`src/rtl/core/bcg_pkg.sv`:
```
// Shared types and constants of the binomial coefficient unit.
// Used by bcg_ctrl, bcg_datapath and binomial_coefficient_gcd; no dependencies.
package bcg_pkg;

  // Field and word widths
  localparam int N_W      = 6;
  localparam int WORD_W   = 64;
  localparam int COEF_W   = 63;
  localparam int PROD_W   = WORD_W + N_W;
  localparam int IN_TDATA_W  = 16;
  localparam int OUT_TDATA_W = 64;

  // Largest set size accepted; larger inputs saturate to it
  localparam logic [N_W-1:0] MAX_N = 6'd63;

  // Divider iteration count and its counter width
  localparam int DIV_CNT_W = 7;
  localparam logic [DIV_CNT_W-1:0] DIV_STEPS = 7'(WORD_W);

  // Count of common factors of two stripped in the gcd loop
  localparam int K_W = 6;

  typedef logic [WORD_W-1:0] word_t;
  typedef logic [N_W-1:0]    count_t;

  // Divider operand select
  localparam logic SEL_NUM = 1'b0;
  localparam logic SEL_DEN = 1'b1;

  // Commands from the controller to the datapath
  typedef struct packed {
    logic load;
    logic mul;
    logic gcd_init;
    logic gcd_step;
    logic div_init;
    logic div_step;
    logic div_store;
    logic div_sel;
    logic dec;
    logic out_load;
  } cmd_t;

  // Status from the datapath to the controller
  typedef struct packed {
    logic r_zero;
    logic gcd_done;
    logic div_done;
  } status_t;

endpackage

```
`src/rtl/core/bcg_datapath.sv`:
```
// Datapath of the binomial coefficient unit: operand registers, round
// multiplier, binary gcd, restoring divider and output register. Uses bcg_pkg.
module bcg_datapath (
  input  logic                             clk,
  input  logic                             rst_n,
  input  bcg_pkg::cmd_t                    cmd_i,
  output bcg_pkg::status_t                 status_o,
  input  logic [bcg_pkg::IN_TDATA_W-1:0]   in_data_i,
  output logic [bcg_pkg::OUT_TDATA_W-1:0]  out_data_o
);
  import bcg_pkg::*;

  count_t n_r, r_r;
  word_t  num_r, den_r;
  logic   ovf_r;

  word_t  gcd_a_r, gcd_b_r;
  logic [K_W-1:0] gcd_k_r;

  word_t  div_quot_r, div_rem_r, div_dvsr_r;
  logic [DIV_CNT_W-1:0] div_cnt_r;

  logic [COEF_W-1:0] coef_r;
  logic              out_ovf_r;

  count_t n_in, r_in, n_sat, r_sat, r_alt;
  logic [PROD_W-1:0] prod_num, prod_den;
  word_t  g_raw, g_shift, g_eff;
  logic   gcd_done;
  logic [WORD_W:0] div_trial;
  logic   div_fit;

  // Input unpacking, saturation and the symmetric choice count
  always_comb begin
    n_in  = in_data_i[N_W-1:0];
    r_in  = in_data_i[2*N_W-1:N_W];
    n_sat = (n_in > MAX_N) ? MAX_N : n_in;
    r_sat = (r_in > MAX_N) ? MAX_N : r_in;
    r_alt = n_sat - r_sat;
  end

  // Round products, 70 bits wide so the overflow is seen in the top bits
  always_comb begin
    prod_num = PROD_W'(num_r) * PROD_W'(n_r);
    prod_den = PROD_W'(den_r) * PROD_W'(r_r);
  end

  // The gcd is the surviving nonzero operand scaled by the stripped twos;
  // a zero gcd (both operands wrapped to zero) is taken as one.
  always_comb begin
    gcd_done = (gcd_a_r == '0) || (gcd_b_r == '0) || (gcd_a_r == gcd_b_r);
    g_raw    = (gcd_a_r == '0) ? gcd_b_r : gcd_a_r;
    g_shift  = g_raw << gcd_k_r;
    g_eff    = (g_shift == '0) ? WORD_W'(1) : g_shift;
  end

  // One restoring division step
  always_comb begin
    div_trial = {div_rem_r, div_quot_r[WORD_W-1]};
    div_fit   = (div_trial >= {1'b0, div_dvsr_r});
  end

  // Operand registers: load, multiply, store quotients, step down
  always_ff @(posedge clk) begin
    if (cmd_i.load) begin
      n_r   <= n_sat;
      num_r <= (r_sat > n_sat) ? '0 : WORD_W'(1);
      den_r <= WORD_W'(1);
      ovf_r <= 1'b0;
      if (r_sat > n_sat) begin
        r_r <= '0;
      end else if (r_alt < r_sat) begin
        r_r <= r_alt;
      end else begin
        r_r <= r_sat;
      end
    end
    if (cmd_i.mul) begin
      num_r <= prod_num[WORD_W-1:0];
      den_r <= prod_den[WORD_W-1:0];
      ovf_r <= ovf_r | (|prod_num[PROD_W-1:WORD_W]) | (|prod_den[PROD_W-1:WORD_W]);
    end
    if (cmd_i.div_store) begin
      if (cmd_i.div_sel == SEL_DEN) begin
        den_r <= div_quot_r;
      end else begin
        num_r <= div_quot_r;
      end
    end
    if (cmd_i.dec) begin
      n_r <= n_r - count_t'(1);
      r_r <= r_r - count_t'(1);
    end
  end

  // Binary gcd: strip common twos, halve even operands, subtract odd ones
  always_ff @(posedge clk) begin
    if (cmd_i.gcd_init) begin
      gcd_a_r <= num_r;
      gcd_b_r <= den_r;
      gcd_k_r <= '0;
    end else if (cmd_i.gcd_step && !gcd_done) begin
      if (!gcd_a_r[0] && !gcd_b_r[0]) begin
        gcd_a_r <= gcd_a_r >> 1;
        gcd_b_r <= gcd_b_r >> 1;
        gcd_k_r <= gcd_k_r + K_W'(1);
      end else if (!gcd_a_r[0]) begin
        gcd_a_r <= gcd_a_r >> 1;
      end else if (!gcd_b_r[0]) begin
        gcd_b_r <= gcd_b_r >> 1;
      end else if (gcd_a_r > gcd_b_r) begin
        gcd_a_r <= gcd_a_r - gcd_b_r;
      end else begin
        gcd_b_r <= gcd_b_r - gcd_a_r;
      end
    end
  end

  // Restoring divider, one quotient bit per cycle
  always_ff @(posedge clk) begin
    if (!rst_n) begin
      div_cnt_r <= '0;
    end else if (cmd_i.div_init) begin
      div_cnt_r <= '0;
    end else if (cmd_i.div_step) begin
      div_cnt_r <= div_cnt_r + DIV_CNT_W'(1);
    end
  end

  always_ff @(posedge clk) begin
    if (cmd_i.div_init) begin
      div_quot_r <= (cmd_i.div_sel == SEL_DEN) ? den_r : num_r;
      div_rem_r  <= '0;
      div_dvsr_r <= g_eff;
    end else if (cmd_i.div_step) begin
      if (div_fit) begin
        div_rem_r  <= div_trial[WORD_W-1:0] - div_dvsr_r;
        div_quot_r <= {div_quot_r[WORD_W-2:0], 1'b1};
      end else begin
        div_rem_r  <= div_trial[WORD_W-1:0];
        div_quot_r <= {div_quot_r[WORD_W-2:0], 1'b0};
      end
    end
  end

  // Output word register
  always_ff @(posedge clk) begin
    if (cmd_i.out_load) begin
      coef_r    <= num_r[COEF_W-1:0];
      out_ovf_r <= ovf_r;
    end
  end

  assign out_data_o = {out_ovf_r, coef_r};

  assign status_o.r_zero   = (r_r == '0);
  assign status_o.gcd_done = gcd_done;
  assign status_o.div_done = (div_cnt_r == DIV_STEPS);

  // The divider is never stepped past its last quotient bit
  a_div_no_overrun: assert property (@(posedge clk) disable iff (!rst_n)
    cmd_i.div_step |-> (div_cnt_r < DIV_STEPS))
    else $error("divider stepped past its last quotient bit");

endmodule

```
`src/rtl/core/bcg_ctrl.sv`:
```
// Controller of the binomial coefficient unit: sequences load, rounds of
// multiply, gcd and two divides, and the output handshake. Uses bcg_pkg.
module bcg_ctrl (
  input  logic             clk,
  input  logic             rst_n,
  input  logic             in_tvalid,
  output logic             in_tready,
  output logic             out_tvalid,
  input  logic             out_tready,
  input  bcg_pkg::status_t status_i,
  output bcg_pkg::cmd_t    cmd_o
);
  import bcg_pkg::*;

  localparam logic [3:0] S_IDLE   = 4'd0;
  localparam logic [3:0] S_CHECK  = 4'd1;
  localparam logic [3:0] S_MUL    = 4'd2;
  localparam logic [3:0] S_GINIT  = 4'd3;
  localparam logic [3:0] S_GSTEP  = 4'd4;
  localparam logic [3:0] S_DNINIT = 4'd5;
  localparam logic [3:0] S_DNUM   = 4'd6;
  localparam logic [3:0] S_DDINIT = 4'd7;
  localparam logic [3:0] S_DDEN   = 4'd8;
  localparam logic [3:0] S_DEC    = 4'd9;
  localparam logic [3:0] S_DONE   = 4'd10;

  logic [3:0] state_r, state_nxt;
  logic       out_valid_r, out_valid_nxt;

  assign in_tready  = (state_r == S_IDLE);
  assign out_tvalid = out_valid_r;

  // Next state and datapath commands
  always_comb begin
    state_nxt = state_r;
    cmd_o     = '0;
    case (state_r)
      S_IDLE: begin
        if (in_tvalid) begin
          cmd_o.load = 1'b1;
          state_nxt  = S_CHECK;
        end
      end
      S_CHECK: begin
        state_nxt = status_i.r_zero ? S_DONE : S_MUL;
      end
      S_MUL: begin
        cmd_o.mul = 1'b1;
        state_nxt = S_GINIT;
      end
      S_GINIT: begin
        cmd_o.gcd_init = 1'b1;
        state_nxt      = S_GSTEP;
      end
      S_GSTEP: begin
        if (status_i.gcd_done) begin
          state_nxt = S_DNINIT;
        end else begin
          cmd_o.gcd_step = 1'b1;
        end
      end
      S_DNINIT: begin
        cmd_o.div_init = 1'b1;
        cmd_o.div_sel  = SEL_NUM;
        state_nxt      = S_DNUM;
      end
      S_DNUM: begin
        cmd_o.div_sel = SEL_NUM;
        if (status_i.div_done) begin
          cmd_o.div_store = 1'b1;
          state_nxt       = S_DDINIT;
        end else begin
          cmd_o.div_step = 1'b1;
        end
      end
      S_DDINIT: begin
        cmd_o.div_init = 1'b1;
        cmd_o.div_sel  = SEL_DEN;
        state_nxt      = S_DDEN;
      end
      S_DDEN: begin
        cmd_o.div_sel = SEL_DEN;
        if (status_i.div_done) begin
          cmd_o.div_store = 1'b1;
          state_nxt       = S_DEC;
        end else begin
          cmd_o.div_step = 1'b1;
        end
      end
      S_DEC: begin
        cmd_o.dec = 1'b1;
        state_nxt = S_CHECK;
      end
      S_DONE: begin
        if (!out_valid_r || out_tready) begin
          cmd_o.out_load = 1'b1;
          state_nxt      = S_IDLE;
        end
      end
      default: begin
        state_nxt = S_IDLE;
      end
    endcase
  end

  // The output word stays valid until it is taken
  always_comb begin
    if (cmd_o.out_load) begin
      out_valid_nxt = 1'b1;
    end else if (out_tready) begin
      out_valid_nxt = 1'b0;
    end else begin
      out_valid_nxt = out_valid_r;
    end
  end

  always_ff @(posedge clk) begin
    if (!rst_n) begin
      state_r     <= S_IDLE;
      out_valid_r <= 1'b0;
    end else begin
      state_r     <= state_nxt;
      out_valid_r <= out_valid_nxt;
    end
  end

  // An accepted word always starts a round check
  a_accept_starts: assert property (@(posedge clk) disable iff (!rst_n)
    (in_tvalid && in_tready) |=> (state_r == S_CHECK))
    else $error("accepted word did not start the round sequence");

  // A waiting result is never overwritten
  a_no_overwrite: assert property (@(posedge clk) disable iff (!rst_n)
    cmd_o.out_load |-> (!out_valid_r || out_tready))
    else $error("output word overwritten before it was taken");

  // The numerator division keeps running until its count completes
  a_div_holds: assert property (@(posedge clk) disable iff (!rst_n)
    (state_r == S_DNUM && !status_i.div_done) |=> (state_r == S_DNUM))
    else $error("numerator division left early");

  // Each round ends with a step down of both counts and a new check
  a_dec_then_check: assert property (@(posedge clk) disable iff (!rst_n)
    cmd_o.dec |=> (state_r == S_CHECK))
    else $error("round did not return to the check state");

endmodule

```
`src/rtl/core/binomial_coefficient_gcd.sv`:
```
// Binomial coefficient unit: top level joining bcg_ctrl and bcg_datapath.
// Uses bcg_pkg.
//
// Takes a set size n and a choice count r (both saturated to 63) and returns
// C(n, r) in 63 bits with an overflow flag; r > n gives 0 and r = 0 gives 1.
// One word is worked on at a time. After acceptance r is reduced to
// min(r, n - r), then each of the r rounds runs the control states, a
// multiply, a binary gcd and two divides in the single shared restoring
// divider. The finished word sits in an output register, so the next input
// is accepted while it waits.
module binomial_coefficient_gcd (
  input  logic                             clk,
  input  logic                             rst_n,
  input  logic                             in_tvalid,
  output logic                             in_tready,
  // in_tdata: [5:0] n_total, [11:6] choose_count, [15:12] zero
  input  logic [bcg_pkg::IN_TDATA_W-1:0]   in_tdata,
  output logic                             out_tvalid,
  input  logic                             out_tready,
  // out_tdata: [62:0] coefficient, [63] overflow
  output logic [bcg_pkg::OUT_TDATA_W-1:0]  out_tdata
);
  import bcg_pkg::*;

  cmd_t    cmd;
  status_t status;

  // Sequencer
  bcg_ctrl u_ctrl (
    .clk        (clk),
    .rst_n      (rst_n),
    .in_tvalid  (in_tvalid),
    .in_tready  (in_tready),
    .out_tvalid (out_tvalid),
    .out_tready (out_tready),
    .status_i   (status),
    .cmd_o      (cmd)
  );

  // Arithmetic and result register
  bcg_datapath u_datapath (
    .clk        (clk),
    .rst_n      (rst_n),
    .cmd_i      (cmd),
    .status_o   (status),
    .in_data_i  (in_tdata),
    .out_data_o (out_tdata)
  );

endmodule
```
`config.mk`:
```
export PLATFORM = sky130hd
export DESIGN_NAME = binomial_coefficient_gcd
export DESIGN_NICKNAME = d
export VERILOG_FILES = /design/src/rtl/core/bcg_pkg.sv /design/src/rtl/core/bcg_datapath.sv /design/src/rtl/core/bcg_ctrl.sv /design/src/rtl/core/binomial_coefficient_gcd.sv
export SDC_FILE = /design/constraint.sdc
export NUM_CORES = 2
export LEC_CHECK = 0
export ABC_AREA = 1
export BUFFER_PORTS_ARGS = -buffer_cell sky130_fd_sc_hd__buf_2
export CORE_MARGIN = 4
export CORE_UTILIZATION = 40
export DETAILED_ROUTE_END_ITERATION = 8
export HOLD_SLACK_MARGIN = 0.08
export PLACE_DENSITY_LB_ADDON = 0.1
export SYNTH_ARGS = -nofsm -noshare
export SYNTH_HDL_FRONTEND = slang
export SYNTH_SLANG_ARGS = --single-unit
```
`constraint.sdc`:
```
create_clock -name clk -period 8.05 [get_ports clk]
set_input_delay 0.4025 -clock clk [delete_from_list [all_inputs] [get_ports clk]]
set_output_delay 0.4025 -clock clk [all_outputs]
set_load 0.01 [all_outputs]
```
==> flow_summary.toml <==
[sta]
period_share = 0.797
hold_slack_ns = 0.129
hold_violations = 0
tightest_slew_ns = 1.57
max_freq_mhz = 156
setup_ws_ns = 1.63
slew-limit-headroom = -0.0575
setup_violations = 0
tns_ns = 0
slew_violations = 5
fin_crit_ns = 6.42
rsz0062_at_grt = "false"
finClkSkew_ns = 0.0402

[hold_path]
worst_hold_path.endpoint = "u_datapath.r_r[5]"
worstHoldPathCells = 3
hold_path_class = "in -> reg"
hold_start = "in_tdata[11]"

[cts]
numCtsBuffers = 74
cts.repair.resized = 0
clock_latency_ns = 0.72
clock_sinks = 543
cts_buffer_depth = 3
cts_tree = "yes"
clkTransAtPathRegs_ns = 0.06
htree_num_levels = 3
root_buffer = "clkbuf_16"

[logic_synthesis]
synth-edff-count = 333
yosys-top-cells-area = "fa_1, edfxtp_1, inv_1"
yosys.area.top_type_share = 0.146
synthCells = 10300
syn-num-nets = 11200
synth_ff_type = "edfxtp_1"
synth_seq_area_share = 0.206
synthTopCellsByCount = "inv_1, nand2_1, nor2_1"
synth_warnings = 0
syn_area_per_cell_um2 = 6.65
synth-seq-cells = 543
yosys.area.top_type = "fa_1"
async_reset_ff_frac = 0
synthesis.area_um2 = 68800
synth_most_common_cell = "inv_1"
yosysUniqueCellTypes = 67

[critical_path]
regToRegEndpoint = "u_datapath.num_r[52]"
reg2reg_from = "u_datapath.n_r[0]"
path_cells = "buf_4 > nand2_1 > inv_1 > fa_1 > fa_1 > inv_1 > fa_1 > inv_1 > ha_1 > nand2_1 > nor2_1 > inv_1 > nor3_1 > o21ai_0 > nand2_1 > a21oi_1 > o21ai_0 > nand2_1 > nand2_1 > a21oi_1 > o21ai_0 > a21oi_1"
rr_worst_depth = 22
path_class = "reg -> reg"
end_kind = "flop"
cpMaxStageDelayCell = "edfxtp_1"
critical_path_arrival_ns = 7.01
cp.required_ns = 8.65
cp-start-kind = "flop"
worstPathMaxFanout = 39
crit_family = "adder cells"
r2r_slack_ns = 1.63
slowest_delay_ns = 1.09
critPathBufInv = 5
cpMostUsedCell = "nand2_1"

[placement]
port-buffer-count = 81
dp.final_hpwl_mm = 229
routabilityCongestion = 1.01
pre_cts_ws_ns = 1.49

[floorplanning]
pin_count = 86
die_h_um = 423
die_area_um2 = 179000
start_util = 0.404
core_area_um2 = 170000
rows = 151
fp.dieW_um = 423

[run_status]
outcome = "finished with violations"
violations = "capacitance limit, slew limit"

[routing]
avgRoutedWirePerCell_um = 22.7
drt_iter0_drc = 5595
avgViaCountPerCell = 5.36
wirelength_mm = 282
dr.pass1.iters = 6
num_vias = 66700
drc_errors = 0
ant_nets = 0

[grt]
overflow = 0
grtUsageTotal = 0.311
antenna_found_initial = 7
grt_max_degree = 123
grt_pass1_wl_mm = 423
grt_pass1_vias = 67300

[power]
p_leak_nw = 39.6
vdd_drop_max_mv = 0.397
p_per_area_nw_per_um2 = 319

[final_layout]
area_growth_pct = 6.72
final_nets = 11000
drive_above_1_share = 0.0408

[job]
drv_cap = 1
==> registers in the layout, indices dropped and copies added (netlist names) <==
name / count
u_datapath.gcd_k_r: 6
u_datapath.coef_r: 63
u_datapath.gcd_a_r: 64
u_datapath.div_quot_r: 64
u_datapath.ovf_r: 1
u_datapath.den_r: 64
u_datapath.div_cnt_r: 7
u_ctrl.state_r: 4
u_datapath.num_r: 64
u_datapath.out_ovf_r: 1
u_datapath.div_dvsr_r: 64
u_datapath.r_r: 6
u_datapath.n_r: 6
u_datapath.div_rem_r: 64
u_datapath.gcd_b_r: 64
u_ctrl.out_tvalid: 1
==> cell type report <==
cell class / instances / area (um2)
Sequential cell: 543 / 14200
Fill cell: 18300 / 96800
Antenna cell: 7 / 17.5
Clock buffer: 94 / 2040
Tap cell: 2295 / 2870
Multi-Input combinational cell: 6942 / 43800
Timing Repair Buffer: 170 / 1170
Inverter: 2352 / 8840
Clock inverter: 39 / 497
==> routing by layer <==
layer / vias up / share of wire / GRT usage
met5: - / 0.000057 / 0
met4: 2 / 0.058 / 0.153
met3: 528 / 0.051 / 0.0325
met2: 1974 / 0.48 / 0.533
met1: 32100 / 0.41 / 0.388
li1: 32100 / - / -
==> where the power goes <==
part	switching, W	internal [W]	total (W)
logic	0.0101	0.00453	0.0146
clock network	0.00141	0.00215	0.00356
registers	0.00134	0.00387	0.00521
total	0.0129	0.0106	0.0234
==> worst max path at each step <==
stage                      startpoint                    to  slack (ns)  cells past startpoint
floorplan           u_ctrl.state_r[3]  u_datapath.coef_r[0]        2.53                      4
detailed placement  u_datapath.n_r[0]  u_datapath.num_r[52]        1.49                     22
CTS                 u_datapath.n_r[0]  u_datapath.num_r[52]        1.50                     22
global route        u_datapath.n_r[0]  u_datapath.num_r[52]        1.25                     22
finish              u_datapath.n_r[0]  u_datapath.num_r[52]        1.63                     22
global placement    u_datapath.n_r[0]  u_datapath.num_r[52]        1.49                     22
==> kinds of logic after synthesis <==
group | Yosys count | synth area share
compound gates | 1934 | 0.161
xor+xnor | 188 | 0.0239
simple gates | 3953 | 0.238
flops | 543 | 0.206
fa+ha+maj | 867 | 0.212
buf+inv | 2855 | 0.158
==> repair_timing <==
item	CTS	global route
hold buffers	8	0
setup buffers	0	0
hold endpoints to repair	14	0
==> cell usage in the layout (no fill, tap or decap), drive strengths merged, types with 24 or more instances in the layout <==
| cell | instances |
|---|---|
| nand4 | 55 |
| a221oi | 46 |
| o21bai | 35 |
| nor2 | 912 |
| ha | 365 |
| a21o | 28 |
| o21ai | 560 |
| xor2 | 116 |
| xnor2 | 72 |
| nand3 | 774 |
| inv | 2352 |
| a22oi | 50 |
| nor3 | 47 |
| dfxtp | 210 |
| edfxtp | 333 |
| o21a | 58 |
| fa | 502 |
| o22ai | 44 |
| o211ai | 30 |
| nor4 | 24 |
| clkbuf | 94 |
| buf | 162 |
| a31oi | 217 |
| a21oi | 781 |
| or2 | 45 |
| nand2 | 2065 |
==> metrics by stage <==
stage / std cells / utilization / power [W] / instance area (um2)
6_report: 12400 / 0.431 / 0.0234 / 73400
5_1_grt: 12400 / 0.431 / 0.0254 / 73400
3_3_place_gp: 12300 / 0.416 / 0.0196 / 70800
2_1_floorplan: 10300 / - / 0.0147 / 68800
3_5_place_dp: 12300 / 0.416 / 0.0197 / 70800
4_1_cts: 12400 / 0.431 / 0.0234 / 73400
==> worst reg2reg max path, stage by stage (launching register included) <==
cell	delay [ns]
edfxtp_1	1.09
buf_4	0.62
nand2_1	0.13
inv_1	0.11
fa_1	0.42
fa_1	0.55
inv_1	0.05
fa_1	0.48
inv_1	0.05
ha_1	0.37
nand2_1	0.10
nor2_1	0.11
inv_1	0.12
nor3_1	0.42
o21ai_0	0.32
nand2_1	0.25
a21oi_1	0.11
o21ai_0	0.46
nand2_1	0.11
nand2_1	0.12
a21oi_1	0.07
o21ai_0	0.18
a21oi_1	0.11
(Power assumes the default switching activity.)
